===== src/design/jacobi_symmetric_eigen_3x3_unit_assert.svh =====
// ----------------------------------------------------------------------------
// Assertion macros for the 3x3 symmetric eigen unit.
// Each macro expands to one labeled concurrent assertion.
// ----------------------------------------------------------------------------
`ifndef JACOBI_SYMMETRIC_EIGEN_3X3_UNIT_ASSERT_SVH
`define JACOBI_SYMMETRIC_EIGEN_3X3_UNIT_ASSERT_SVH

// Same-cycle implication.
`define JSE3_ASSERT_IMP(lbl, ck, rn, ante, cons) \
  lbl: assert property (@(posedge ck) disable iff (!rn) (ante) |-> (cons)) \
    else $error("jse3 assertion failed");

// Next-cycle implication.
`define JSE3_ASSERT_NXT(lbl, ck, rn, ante, cons) \
  lbl: assert property (@(posedge ck) disable iff (!rn) (ante) |=> (cons)) \
    else $error("jse3 assertion failed");

`endif


===== src/design/jse3_pkg.sv =====
// ----------------------------------------------------------------------------
// jse3_pkg
// Shared types, constants and helpers of the 3x3 symmetric eigen unit.
// ----------------------------------------------------------------------------
`timescale 1ns / 1ps

package jse3_pkg;

  localparam int DATA_BITS_DEF = 32;

  localparam int CFG_IDX_BITS  = 2;
  localparam int CFG_DATA_BITS = 16;
  localparam int SWEEP_BITS    = 6;
  localparam int THR_BITS      = 16;
  localparam int SHIFT_BITS    = 5;

  localparam logic [CFG_IDX_BITS-1:0] CFG_MAX_SWEEPS       = 2'd0;
  localparam logic [CFG_IDX_BITS-1:0] CFG_ZERO_THRESHOLD   = 2'd1;
  localparam logic [CFG_IDX_BITS-1:0] CFG_NEGLIGIBLE_SHIFT = 2'd2;

  localparam logic [SWEEP_BITS-1:0] MAX_SWEEPS_RST       = 6'd20;
  localparam logic [THR_BITS-1:0]   ZERO_THRESHOLD_RST   = 16'd1;
  localparam logic [SHIFT_BITS-1:0] NEGLIGIBLE_SHIFT_RST = 5'd24;

  typedef enum logic [1:0] {
    AR_MUL,
    AR_DIV,
    AR_SQRT
  } arith_mode_t;

  typedef enum logic [4:0] {
    OP_NONE,
    OP_LOAD,
    OP_SETUP,
    OP_NORM,
    OP_MUL_AA,
    OP_MUL_BB,
    OP_SQRT,
    OP_DIV_TM,
    OP_MUL_TT,
    OP_DIV_C,
    OP_MUL_S,
    OP_DIV_TAU,
    OP_MUL_TA,
    OP_DIAG,
    OP_T1,
    OP_T2,
    OP_T3,
    OP_T4,
    OP_WB,
    OP_FIN
  } dp_op_t;

  typedef struct packed {
    dp_op_t     op;
    logic [1:0] idx;
    logic [1:0] pair;
  } dp_cmd_t;

  typedef struct packed {
    logic arith_done;
    logic norm_more;
    logic small_ang;
    logic sum_small;
    logic piv_big;
  } dp_stat_t;

  function automatic logic [1:0] piv_p(input logic [1:0] idx);
    case (idx)
      2'd0:    piv_p = 2'd1;
      2'd1:    piv_p = 2'd2;
      default: piv_p = 2'd0;
    endcase
  endfunction

  function automatic logic [1:0] piv_q(input logic [1:0] idx);
    case (idx)
      2'd0:    piv_q = 2'd2;
      2'd1:    piv_q = 2'd0;
      default: piv_q = 2'd1;
    endcase
  endfunction

endpackage


===== src/design/jse3_ctrl.sv =====
// ----------------------------------------------------------------------------
// jse3_ctrl
// Sequencer for sweeps, pivots and the steps of one Jacobi rotation.
// ----------------------------------------------------------------------------
`timescale 1ns / 1ps
`include "jacobi_symmetric_eigen_3x3_unit_assert.svh"

module jse3_ctrl
  import jse3_pkg::*;
(
  input  logic                  clk,
  input  logic                  rst_n,
  input  logic                  in_valid,
  output logic                  in_ready,
  output logic                  out_valid,
  input  logic                  out_ready,
  input  logic [SWEEP_BITS-1:0] max_sweeps,
  output dp_cmd_t               cmd,
  input  dp_stat_t              stat
);

  typedef enum logic [4:0] {
    ST_IDLE, ST_SWEEP, ST_PIV, ST_PNEXT, ST_SETUP, ST_NORM, ST_SQA, ST_SQB,
    ST_SQRT, ST_DIVT, ST_TT, ST_SQRT2, ST_DIVC, ST_MULS, ST_DIVTAU, ST_MULTA,
    ST_DIAG, ST_T1, ST_T2, ST_T3, ST_T4, ST_WB, ST_WAIT, ST_FIN
  } state_t;

  state_t                state_r, state_nxt;
  state_t                ret_r, ret_nxt;
  logic [SWEEP_BITS-1:0] sw_r, sw_nxt;
  logic [1:0]            idx_r, idx_nxt;
  logic [1:0]            pair_r, pair_nxt;
  logic                  rot_r, rot_nxt;
  logic                  out_valid_r, out_valid_nxt;

  always_comb begin
    state_nxt     = state_r;
    ret_nxt       = ret_r;
    sw_nxt        = sw_r;
    idx_nxt       = idx_r;
    pair_nxt      = pair_r;
    rot_nxt       = rot_r;
    out_valid_nxt = out_valid_r && !out_ready;
    cmd.op        = OP_NONE;
    cmd.idx       = idx_r;
    cmd.pair      = pair_r;
    case (state_r)
      ST_IDLE: begin
        if (in_valid) begin
          cmd.op    = OP_LOAD;
          sw_nxt    = max_sweeps;
          state_nxt = ST_SWEEP;
        end
      end
      ST_SWEEP: begin
        if (sw_r == '0 || stat.sum_small) begin
          state_nxt = ST_FIN;
        end else begin
          idx_nxt   = 2'd2;
          rot_nxt   = 1'b0;
          state_nxt = ST_PIV;
        end
      end
      ST_PIV: begin
        if (stat.piv_big) begin
          rot_nxt   = 1'b1;
          state_nxt = ST_SETUP;
        end else begin
          state_nxt = ST_PNEXT;
        end
      end
      ST_PNEXT: begin
        if (idx_r == 2'd0) begin
          sw_nxt    = sw_r - 1'b1;
          state_nxt = rot_r ? ST_SWEEP : ST_FIN;
        end else begin
          idx_nxt   = idx_r - 2'd1;
          state_nxt = ST_PIV;
        end
      end
      ST_SETUP: begin
        cmd.op    = OP_SETUP;
        state_nxt = ST_NORM;
      end
      ST_NORM: begin
        if (stat.norm_more) begin
          cmd.op = OP_NORM;
        end else if (stat.small_ang) begin
          state_nxt = ST_DIVT;
        end else begin
          state_nxt = ST_SQA;
        end
      end
      ST_SQA: begin
        cmd.op = OP_MUL_AA; ret_nxt = ST_SQB; state_nxt = ST_WAIT;
      end
      ST_SQB: begin
        cmd.op = OP_MUL_BB; ret_nxt = ST_SQRT; state_nxt = ST_WAIT;
      end
      ST_SQRT: begin
        cmd.op = OP_SQRT; ret_nxt = ST_DIVT; state_nxt = ST_WAIT;
      end
      ST_DIVT: begin
        cmd.op = OP_DIV_TM; ret_nxt = ST_TT; state_nxt = ST_WAIT;
      end
      ST_TT: begin
        cmd.op = OP_MUL_TT; ret_nxt = ST_SQRT2; state_nxt = ST_WAIT;
      end
      ST_SQRT2: begin
        cmd.op = OP_SQRT; ret_nxt = ST_DIVC; state_nxt = ST_WAIT;
      end
      ST_DIVC: begin
        cmd.op = OP_DIV_C; ret_nxt = ST_MULS; state_nxt = ST_WAIT;
      end
      ST_MULS: begin
        cmd.op = OP_MUL_S; ret_nxt = ST_DIVTAU; state_nxt = ST_WAIT;
      end
      ST_DIVTAU: begin
        cmd.op = OP_DIV_TAU; ret_nxt = ST_MULTA; state_nxt = ST_WAIT;
      end
      ST_MULTA: begin
        cmd.op = OP_MUL_TA; ret_nxt = ST_DIAG; state_nxt = ST_WAIT;
      end
      ST_DIAG: begin
        cmd.op    = OP_DIAG;
        pair_nxt  = 2'd0;
        state_nxt = ST_T1;
      end
      ST_T1: begin
        cmd.op = OP_T1; ret_nxt = ST_T2; state_nxt = ST_WAIT;
      end
      ST_T2: begin
        cmd.op = OP_T2; ret_nxt = ST_T3; state_nxt = ST_WAIT;
      end
      ST_T3: begin
        cmd.op = OP_T3; ret_nxt = ST_T4; state_nxt = ST_WAIT;
      end
      ST_T4: begin
        cmd.op = OP_T4; ret_nxt = ST_WB; state_nxt = ST_WAIT;
      end
      ST_WB: begin
        cmd.op = OP_WB;
        if (pair_r == 2'd3) begin
          state_nxt = ST_PNEXT;
        end else begin
          pair_nxt  = pair_r + 2'd1;
          state_nxt = ST_T1;
        end
      end
      ST_WAIT: begin
        if (stat.arith_done) begin
          state_nxt = ret_r;
        end
      end
      ST_FIN: begin
        if (!out_valid_r || out_ready) begin
          cmd.op        = OP_FIN;
          out_valid_nxt = 1'b1;
          state_nxt     = ST_IDLE;
        end
      end
      default: begin
        state_nxt = ST_IDLE;
      end
    endcase
  end

  always_ff @(posedge clk) begin
    if (!rst_n) begin
      state_r     <= ST_IDLE;
      ret_r       <= ST_IDLE;
      sw_r        <= '0;
      idx_r       <= '0;
      pair_r      <= '0;
      rot_r       <= 1'b0;
      out_valid_r <= 1'b0;
    end else begin
      state_r     <= state_nxt;
      ret_r       <= ret_nxt;
      sw_r        <= sw_nxt;
      idx_r       <= idx_nxt;
      pair_r      <= pair_nxt;
      rot_r       <= rot_nxt;
      out_valid_r <= out_valid_nxt;
    end
  end

  assign in_ready  = (state_r == ST_IDLE);
  assign out_valid = out_valid_r;

  `JSE3_ASSERT_IMP(a_wait_no_cmd, clk, rst_n, state_r == ST_WAIT, cmd.op == OP_NONE)
  `JSE3_ASSERT_NXT(a_load_sweep, clk, rst_n, in_valid && in_ready, state_r == ST_SWEEP)
  `JSE3_ASSERT_NXT(a_fin_valid, clk, rst_n, cmd.op == OP_FIN, out_valid_r && state_r == ST_IDLE)

endmodule


===== config.mk =====
export PLATFORM = sky130hd
export DESIGN_NAME = jse3_ctrl
export DESIGN_NICKNAME = d
export VERILOG_FILES = /design/src/design/jse3_pkg.sv /design/src/design/jse3_ctrl.sv
export VERILOG_INCLUDE_DIRS = /design/src /design/src/design
export SDC_FILE = /design/constraint.sdc
export NUM_CORES = 1
export LEC_CHECK = 0
export BUFFER_PORTS_ARGS = -buffer_cell sky130_fd_sc_hd__buf_2
export CORE_MARGIN = 2
export CORE_UTILIZATION = 50
export DETAILED_ROUTE_END_ITERATION = 6
export MAX_ROUTING_LAYER = met4
export PLACE_DENSITY_LB_ADDON = 0.12
export SLEW_MARGIN = 30
export SYNTH_ARGS = -nofsm -noshare
export SYNTH_HDL_FRONTEND = slang
export SYNTH_SLANG_ARGS = --single-unit

===== constraint.sdc =====
create_clock -name clk -period 2 [get_ports clk]
set_input_delay 0.4 -clock clk [delete_from_list [all_inputs] [get_ports clk]]
set_output_delay 0.4 -clock clk [all_outputs]
set_load 0.05 [all_outputs]

==> run metrics, run 1 <==
status complete, but fails checks; failing checks negative setup slack; Synth async-reset ratio 0%; Synth warnings 0; placed cell area 2030 µm²; clk root buf clkbuf_4; hold_buf cts 0; cells after synthesis around 240; final hold viol count 0; width of the die 62.8 µm; largest net degree at the start of global routing 29; grt ovf 0; I/O pin cnt 26; Num CTS Buffers 3; Final min period 2.08 ns; GR Util All Layers 27.8%; Worst slew margin 61.9%; Area contributors post-synth dfxtp_1 (26%), a21oi_1 (6.1%), nor2_1 (5.4%), o21ai_0 (4.9%), nand2_1 (4.8%); post-detailed-route wirelength per cell 16.4 µm; cell with the most instances after synthesis nor2_1; Worst Path Required approximately 1.6 ns; buffer depth of the longest clock path 2; register bit total from synthesis 22; total power about 3400 µW; final period utilization 104%; die area 3940 µm²; Post-synth EDFFs 0; Setup Skew about 0.015 ns; DR iter-0 viols 151; # rows 21; Vias between 2,000 and 2,500; Setup Slack @ Placement 0.0762 ns; area grow syn2layout 31.9%; Mapped Area 1730 µm²; vias in the first global route 1,756; WP buf/inv 2; RSZ-0062 raised after global routing true; Max Fclk 481 MHz; cell area after layout 2280 µm²; final hold slack between 0.3 and 0.4 ns; Worst setup EP type output port; crit path DAT ~1.7 ns; Max Used Layer met4; share of cells above drive strength 1 33.1%; Worst Tran Pin Value between 0.5 and 0.6 ns; detailed placer's ending HPWL roughly 3700 µm; Top FF cell, synth dfxtp_1; Starting Density between 50% and 60%; area leader, netlist dfxtp_1; nets 300; Met2 Routed Length 2430 µm; path type of the worst min-delay path primary input to register; Skew-Pair Late Insertion Delay about 0.33 ns; core box area 3340 µm²; Synth top area share 25.5%; # diodes 0; family with the most delay on the worst path compound AO/OA/AOI/OAI gates; final setup vio count 2; antenna violations before repair 0; DR vias/cell 6.18; sequential fraction of the synthesis area 25.5%; CP Cell Sequence buf_6, nand2_4, a221oi_2, a21oi_1, nand2_1, o211ai_1, buf_4; max-cap violation count 0; M1 WL 2320 µm; final worst setup slack -0.0783 ns; CP max stage cell dfxtp_4; post-route ant nets 0; CP startpoint kind register; Synth top cells by count nor2_1 (25), dfxtp_1 (22), nand2_1 (22); Netlist cell types 56; Mean Syn Cell Area 7.22 µm²; Cell Pwr Density roughly 1500 nW/µm²; critical path's largest stage delay 0.42 ns; Clock transition at path regs roughly 0.15 ns; global-route wire length before repair 8510 µm; iteration count of the initial detailed-routing pass 4; CTS tree built; clock sink total 22; post-synth net total 257; register area between 400 and 500 µm²; drt drc 0; crit path max fanout 6; # fillers 285; port bufs 25; Static Leak approximately 0.0009 µW; IR drop worst, VDD 0.791 mV; met3 wire len 408 µm; Multi-input gate area approximately 1300 µm²; H-tree level count 1; count of final max-slew check failures 0; kind of critical path register to output port; Die Y-Extent about 63 µm; placer congestion estimate around 0.89; Routed WL between 5000 and 6000 µm
==> stage by stage <==
step	util [%]	setup TNS, ns	instances
after floorplan	-	-0.0615	239
after global placement	60.7	0	314
after detailed placement	60.7	0	314
after CTS	66.1	-0.0212	322
after global routing	68.2	-0.354	327
final	68.2	-0.150	327
==> worst register-to-register path: cells and delay by family (launching register included) <==
family / cells / cell delay [ns]
AOI/OAI and AO/OA: 3 / 0.47
adders and majority gates: 1 / 0.18
DFF: 1 / 0.41
buffers and inverters: 2 / 0.23
and+or+nand+nor: 2 / 0.48
==> state kept, by name (all words and copies together) (netlist names) <==
name and count:
sw_r 6, out_valid 1, state_r 5, idx_r 2, rot_r 1, ret_r 5, pair_r 2
==> placed cells by master, fill, tap and decap left out, drive strengths merged, types with 2 or more instances in the layout <==
master	n
nand2b	6
buf	55
inv	11
nand3b	4
ha	3
dfxtp	22
a21o	4
a211oi	5
nor4	5
o22ai	4
o21ai	20
nor2	25
o211ai	3
a21oi	22
nand3	10
nor3	7
nor3b	3
nand2	22
o21a	2
a31oi	5
nand4	3
and3	3
nor2b	7
and2	3
a221oi	2
clkbuf	4
==> logic make-up after synthesis <==
kind of cell / Yosys count / share of synthesized area [%]
AND/OR/NAND/NOR: 104 / 33.0
AO/OA/AOI/OAI: 78 / 29.0
buffers and inverters: 28 / 8.04
flip-flops: 22 / 25.5
adder cells (fa/ha/maj): 3 / 2.17
XOR/XNOR: 2 / 1.01
multiplexers: 2 / 1.23
==> final cells by class <==
type / count / area share [%]
Clock buffer: 4 / 1.59
Inverter: 11 / 1.92
Multi-Input combinational cell: 189 / 55.6
Sequential cell: 22 / 20.1
Tap cell: 46 / 2.53
Timing Repair Buffer: 55 / 18.3
==> worst paths after layout <==
check | startpoint | end | slack, ns | depth (start not counted)
setup / recovery | state_r[1] | cmd[4] | -0.08 | 7
hold / removal | max_sweeps[0] | sw_r[0] | 0.33 | 3
setup reg to reg | sw_r[1] | state_r[4] | 0.14 | 8
hold reg to reg | idx_r[1] | idx_r[1] | 0.47 | 2
==> per-layer routing <==
metal	up-vias	GRT usage [%]
met4	0	11.4
met2	126	45.2
met3	26	3.42
met5	-	-
met1	920	35.0
li1	948	-
==> power by group <==
group / switching (µW) / internal [µW]
clock: 157 / 112
combinational: 1420 / 1020
sequential: 132 / 571
total: 1710 / 1700
==> repair_timing <==
item | in CTS | in global routing
setup endpoints to repair | 6 | 6
cloned | 0 | 0
resized for setup | 37 | 7
setup buffers | 4 | 5
pin swaps | 3 | 2
(Power assumes the default switching activity.)
==> run 2, diff against run 1 <==
CORE_UTILIZATION = 30   (was 50)
==> run metrics, run 2 (synthesis results as in run 1) <==
status complete, but fails checks (unchanged); failing checks negative setup slack (unchanged); GR Util met2 26.4% (was 45.2%); hold_buf cts 0 (unchanged); path type of the worst min-delay path primary input to register (unchanged); crit path to cmd[4] (unchanged); final setup vio count 1 (was 2); max-cap violation count 0 (unchanged); # rows 27 (was 21); Worst Tran Pin Value 0.572 ns (was 0.571 ns); final worst setup slack -0.0221 ns (was -0.0783 ns); final hold viol count 0 (unchanged); DR vias/cell 5.36 (was 6.18); Setup Slack @ Placement 0.0366 ns (was 0.0762 ns); Final min period 2.02 ns (was 2.08 ns); post-detailed-route wirelength per cell 15.7 µm (was 16.4 µm); Setup Skew 0.00254 ns (was 0.0147 ns); met3 usage 2.15% (was 3.42%); GR Util All Layers 17.5% (was 27.8%); RSZ-0062 raised after global routing true (unchanged); global-route wire length before repair 8500 µm (was 8510 µm); largest net degree at the start of global routing 18 (was 29); buffer depth of the longest clock path 2 (unchanged); share of cells above drive strength 1 30.7% (was 33.1%); Final Non-Filler Cells 346 (was 327); GR peak layer met2 (unchanged); Skew-Pair Late Insertion Delay 0.27 ns (was 0.33 ns); FF-to-FF setup slack 0.15 ns (was 0.14 ns); most frequent cells in the layout nor2_1 (22), nand2_1 (22), buf_4 (21), a21oi_1 (20), buf_2 (20) (was buf_4 (27), nor2_1 (21), nand2_1 (21), a21oi_1 (20), buf_2 (19)); # fillers 591 (was 285); Top reg by flops sw_r (unchanged); placer congestion estimate 0.838 (was 0.885); R2R Path End state_r[4] (unchanged); FF-to-FF Start sw_r[1] (unchanged); Largest register FFs 6 (unchanged); Worst Path Required 1.60 ns (about the same); area grow syn2layout 31.0% (was 31.9%); iteration count of the initial detailed-routing pass 4 (unchanged); count of final max-slew check failures 0 (unchanged); crit path DAT 1.62 ns (was 1.68 ns); WP buf/inv 1 (was 2); # diodes 0 (unchanged); vias in the first global route 1,631 (was 1,756); family with the most delay on the worst path simple AND/OR/NAND/NOR gates (was compound AO/OA/AOI/OAI gates); TNS Setup -0.0221 ns (was -0.150 ns); Largest regs sw_r (6), ret_r (5), state_r (5) (unchanged); path depth of the worst reg2reg path 7 (was 8); crit path max fanout 5 (was 6); final hold slack 0.413 ns (was 0.332 ns); clock sink total 22 (unchanged); CP startpoint kind register (unchanged); Clock transition at path regs 0.09 ns (was 0.15 ns); H-tree level count 1 (unchanged); kind of critical path register to output port (unchanged); Vias 1,855 (was 2,020); Cell Pwr Density 1510 nW/µm² (was 1500 nW/µm²); clk root buf clkbuf_8 (was clkbuf_4); drt drc 0 (unchanged); CTS tree built (unchanged); width of the die 79.9 µm (was 62.8 µm); Worst slew margin 61.9% (about the same); critical path's largest stage delay 0.38 ns (was 0.42 ns); Global Route met1 Usage 24.6% (was 35.0%); Placed Cells 337 (was 314); CP max stage cell dfxtp_4 (unchanged); Worst setup EP type output port (unchanged); Routed WL 5420 µm (was 5360 µm); antenna violations before repair 0 (unchanged); Static Leak 0.000870 µW (was 0.000907 µW); I/O pin cnt 26 (unchanged); total power 3410 µW (about the same); core box area 5540 µm² (was 3340 µm²); Num CTS Buffers 3 (unchanged); Max Fclk 495 MHz (was 481 MHz); Die Y-Extent 79.9 µm (was 62.8 µm); final period utilization 101% (was 104%); detailed placer's ending HPWL 4020 µm (was 3660 µm); Starting Density 31.2% (was 51.7%); DR iter-0 viols 96 (was 151); post-route ant nets 0 (unchanged); Worst Setup SP state_r[2] (was state_r[1]); grt ovf 0 (unchanged); port bufs 25 (unchanged); CP Cell Sequence nor2b_2, and3_2, a31oi_2, o211ai_1, buf_4 (was buf_6, nand2_4, a221oi_2, a21oi_1, nand2_1, o211ai_1, buf_4); die area 6380 µm² (was 3940 µm²); nets 293 (was 300); WP depth 5 (was 7); IR drop worst, VDD 0.935 mV (was 0.791 mV)
==> run 2: cell count changes in the layout (fill, tap and decap cells not counted), moves of 2 or more <==
cell	change
clkbuf_4	-3
buf_4	-6
clkbuf_8	+2
nor2_2	-2
buf_6	-2
==> run 2: routing by layer <==
metal / part of all wire, % / routed length (µm)
met1: 49 / 2680
met2: 46 / 2470
met3: 3.7 / 201
met4: 1.3 / 69
met5: 0 / 0
==> run 2: worst min-delay path by stage <==
stage	slack, ns	start	depth (start not counted)	endpoint
floorplan	0.43	ret_r[3]	2	state_r[3]
global placement	0.46	idx_r[1]	2	idx_r[1]
detailed placement	0.46	idx_r[1]	2	idx_r[1]
CTS	0.41	max_sweeps[0]	3	sw_r[0]
global route	0.41	max_sweeps[0]	3	sw_r[0]
finish	0.41	max_sweeps[0]	3	sw_r[0]
==> run 2: final cells by class <==
type | count | area [µm²] | area share [%]
clock inverter | 1 | 30.0 | 1.33
inverter | 11 | 41.3 | 1.83
clock buffer | 3 | 41.3 | 1.83
multi-input combinational | 189 | 1260 | 55.5
sequential | 22 | 454 | 20.1
timing repair buffer | 48 | 349 | 15.4
tap | 72 | 90.1 | 3.98
==> run 2: worst min-delay path, cell delays in order <==
cell	delay, ns
buf_2	0.10
nand4_1	0.06
a31oi_1	0.08
==> run 2: what timing repair did <==
item,4_1_cts,5_1_grt
setup endpoints to repair,6,4
gates cloned,0,0
pin swaps,0,5
setup buffers,0,5
resized for setup,23,13
==> run 2: through the flow <==
stage / instance area (µm²) / util (%)
6_report: 2260 / 40.8
4_1_cts: 2170 / 39.2
2_1_floorplan: 1780 / -
3_3_place_gp: 2020 / 36.5
5_1_grt: 2260 / 40.8
3_5_place_dp: 2020 / 36.5
==> run 2: power by group <==
part           internal [µW]  switching, µW
clock                    268            165
combinational            929           1340
sequential               568            142
total                   1760           1650
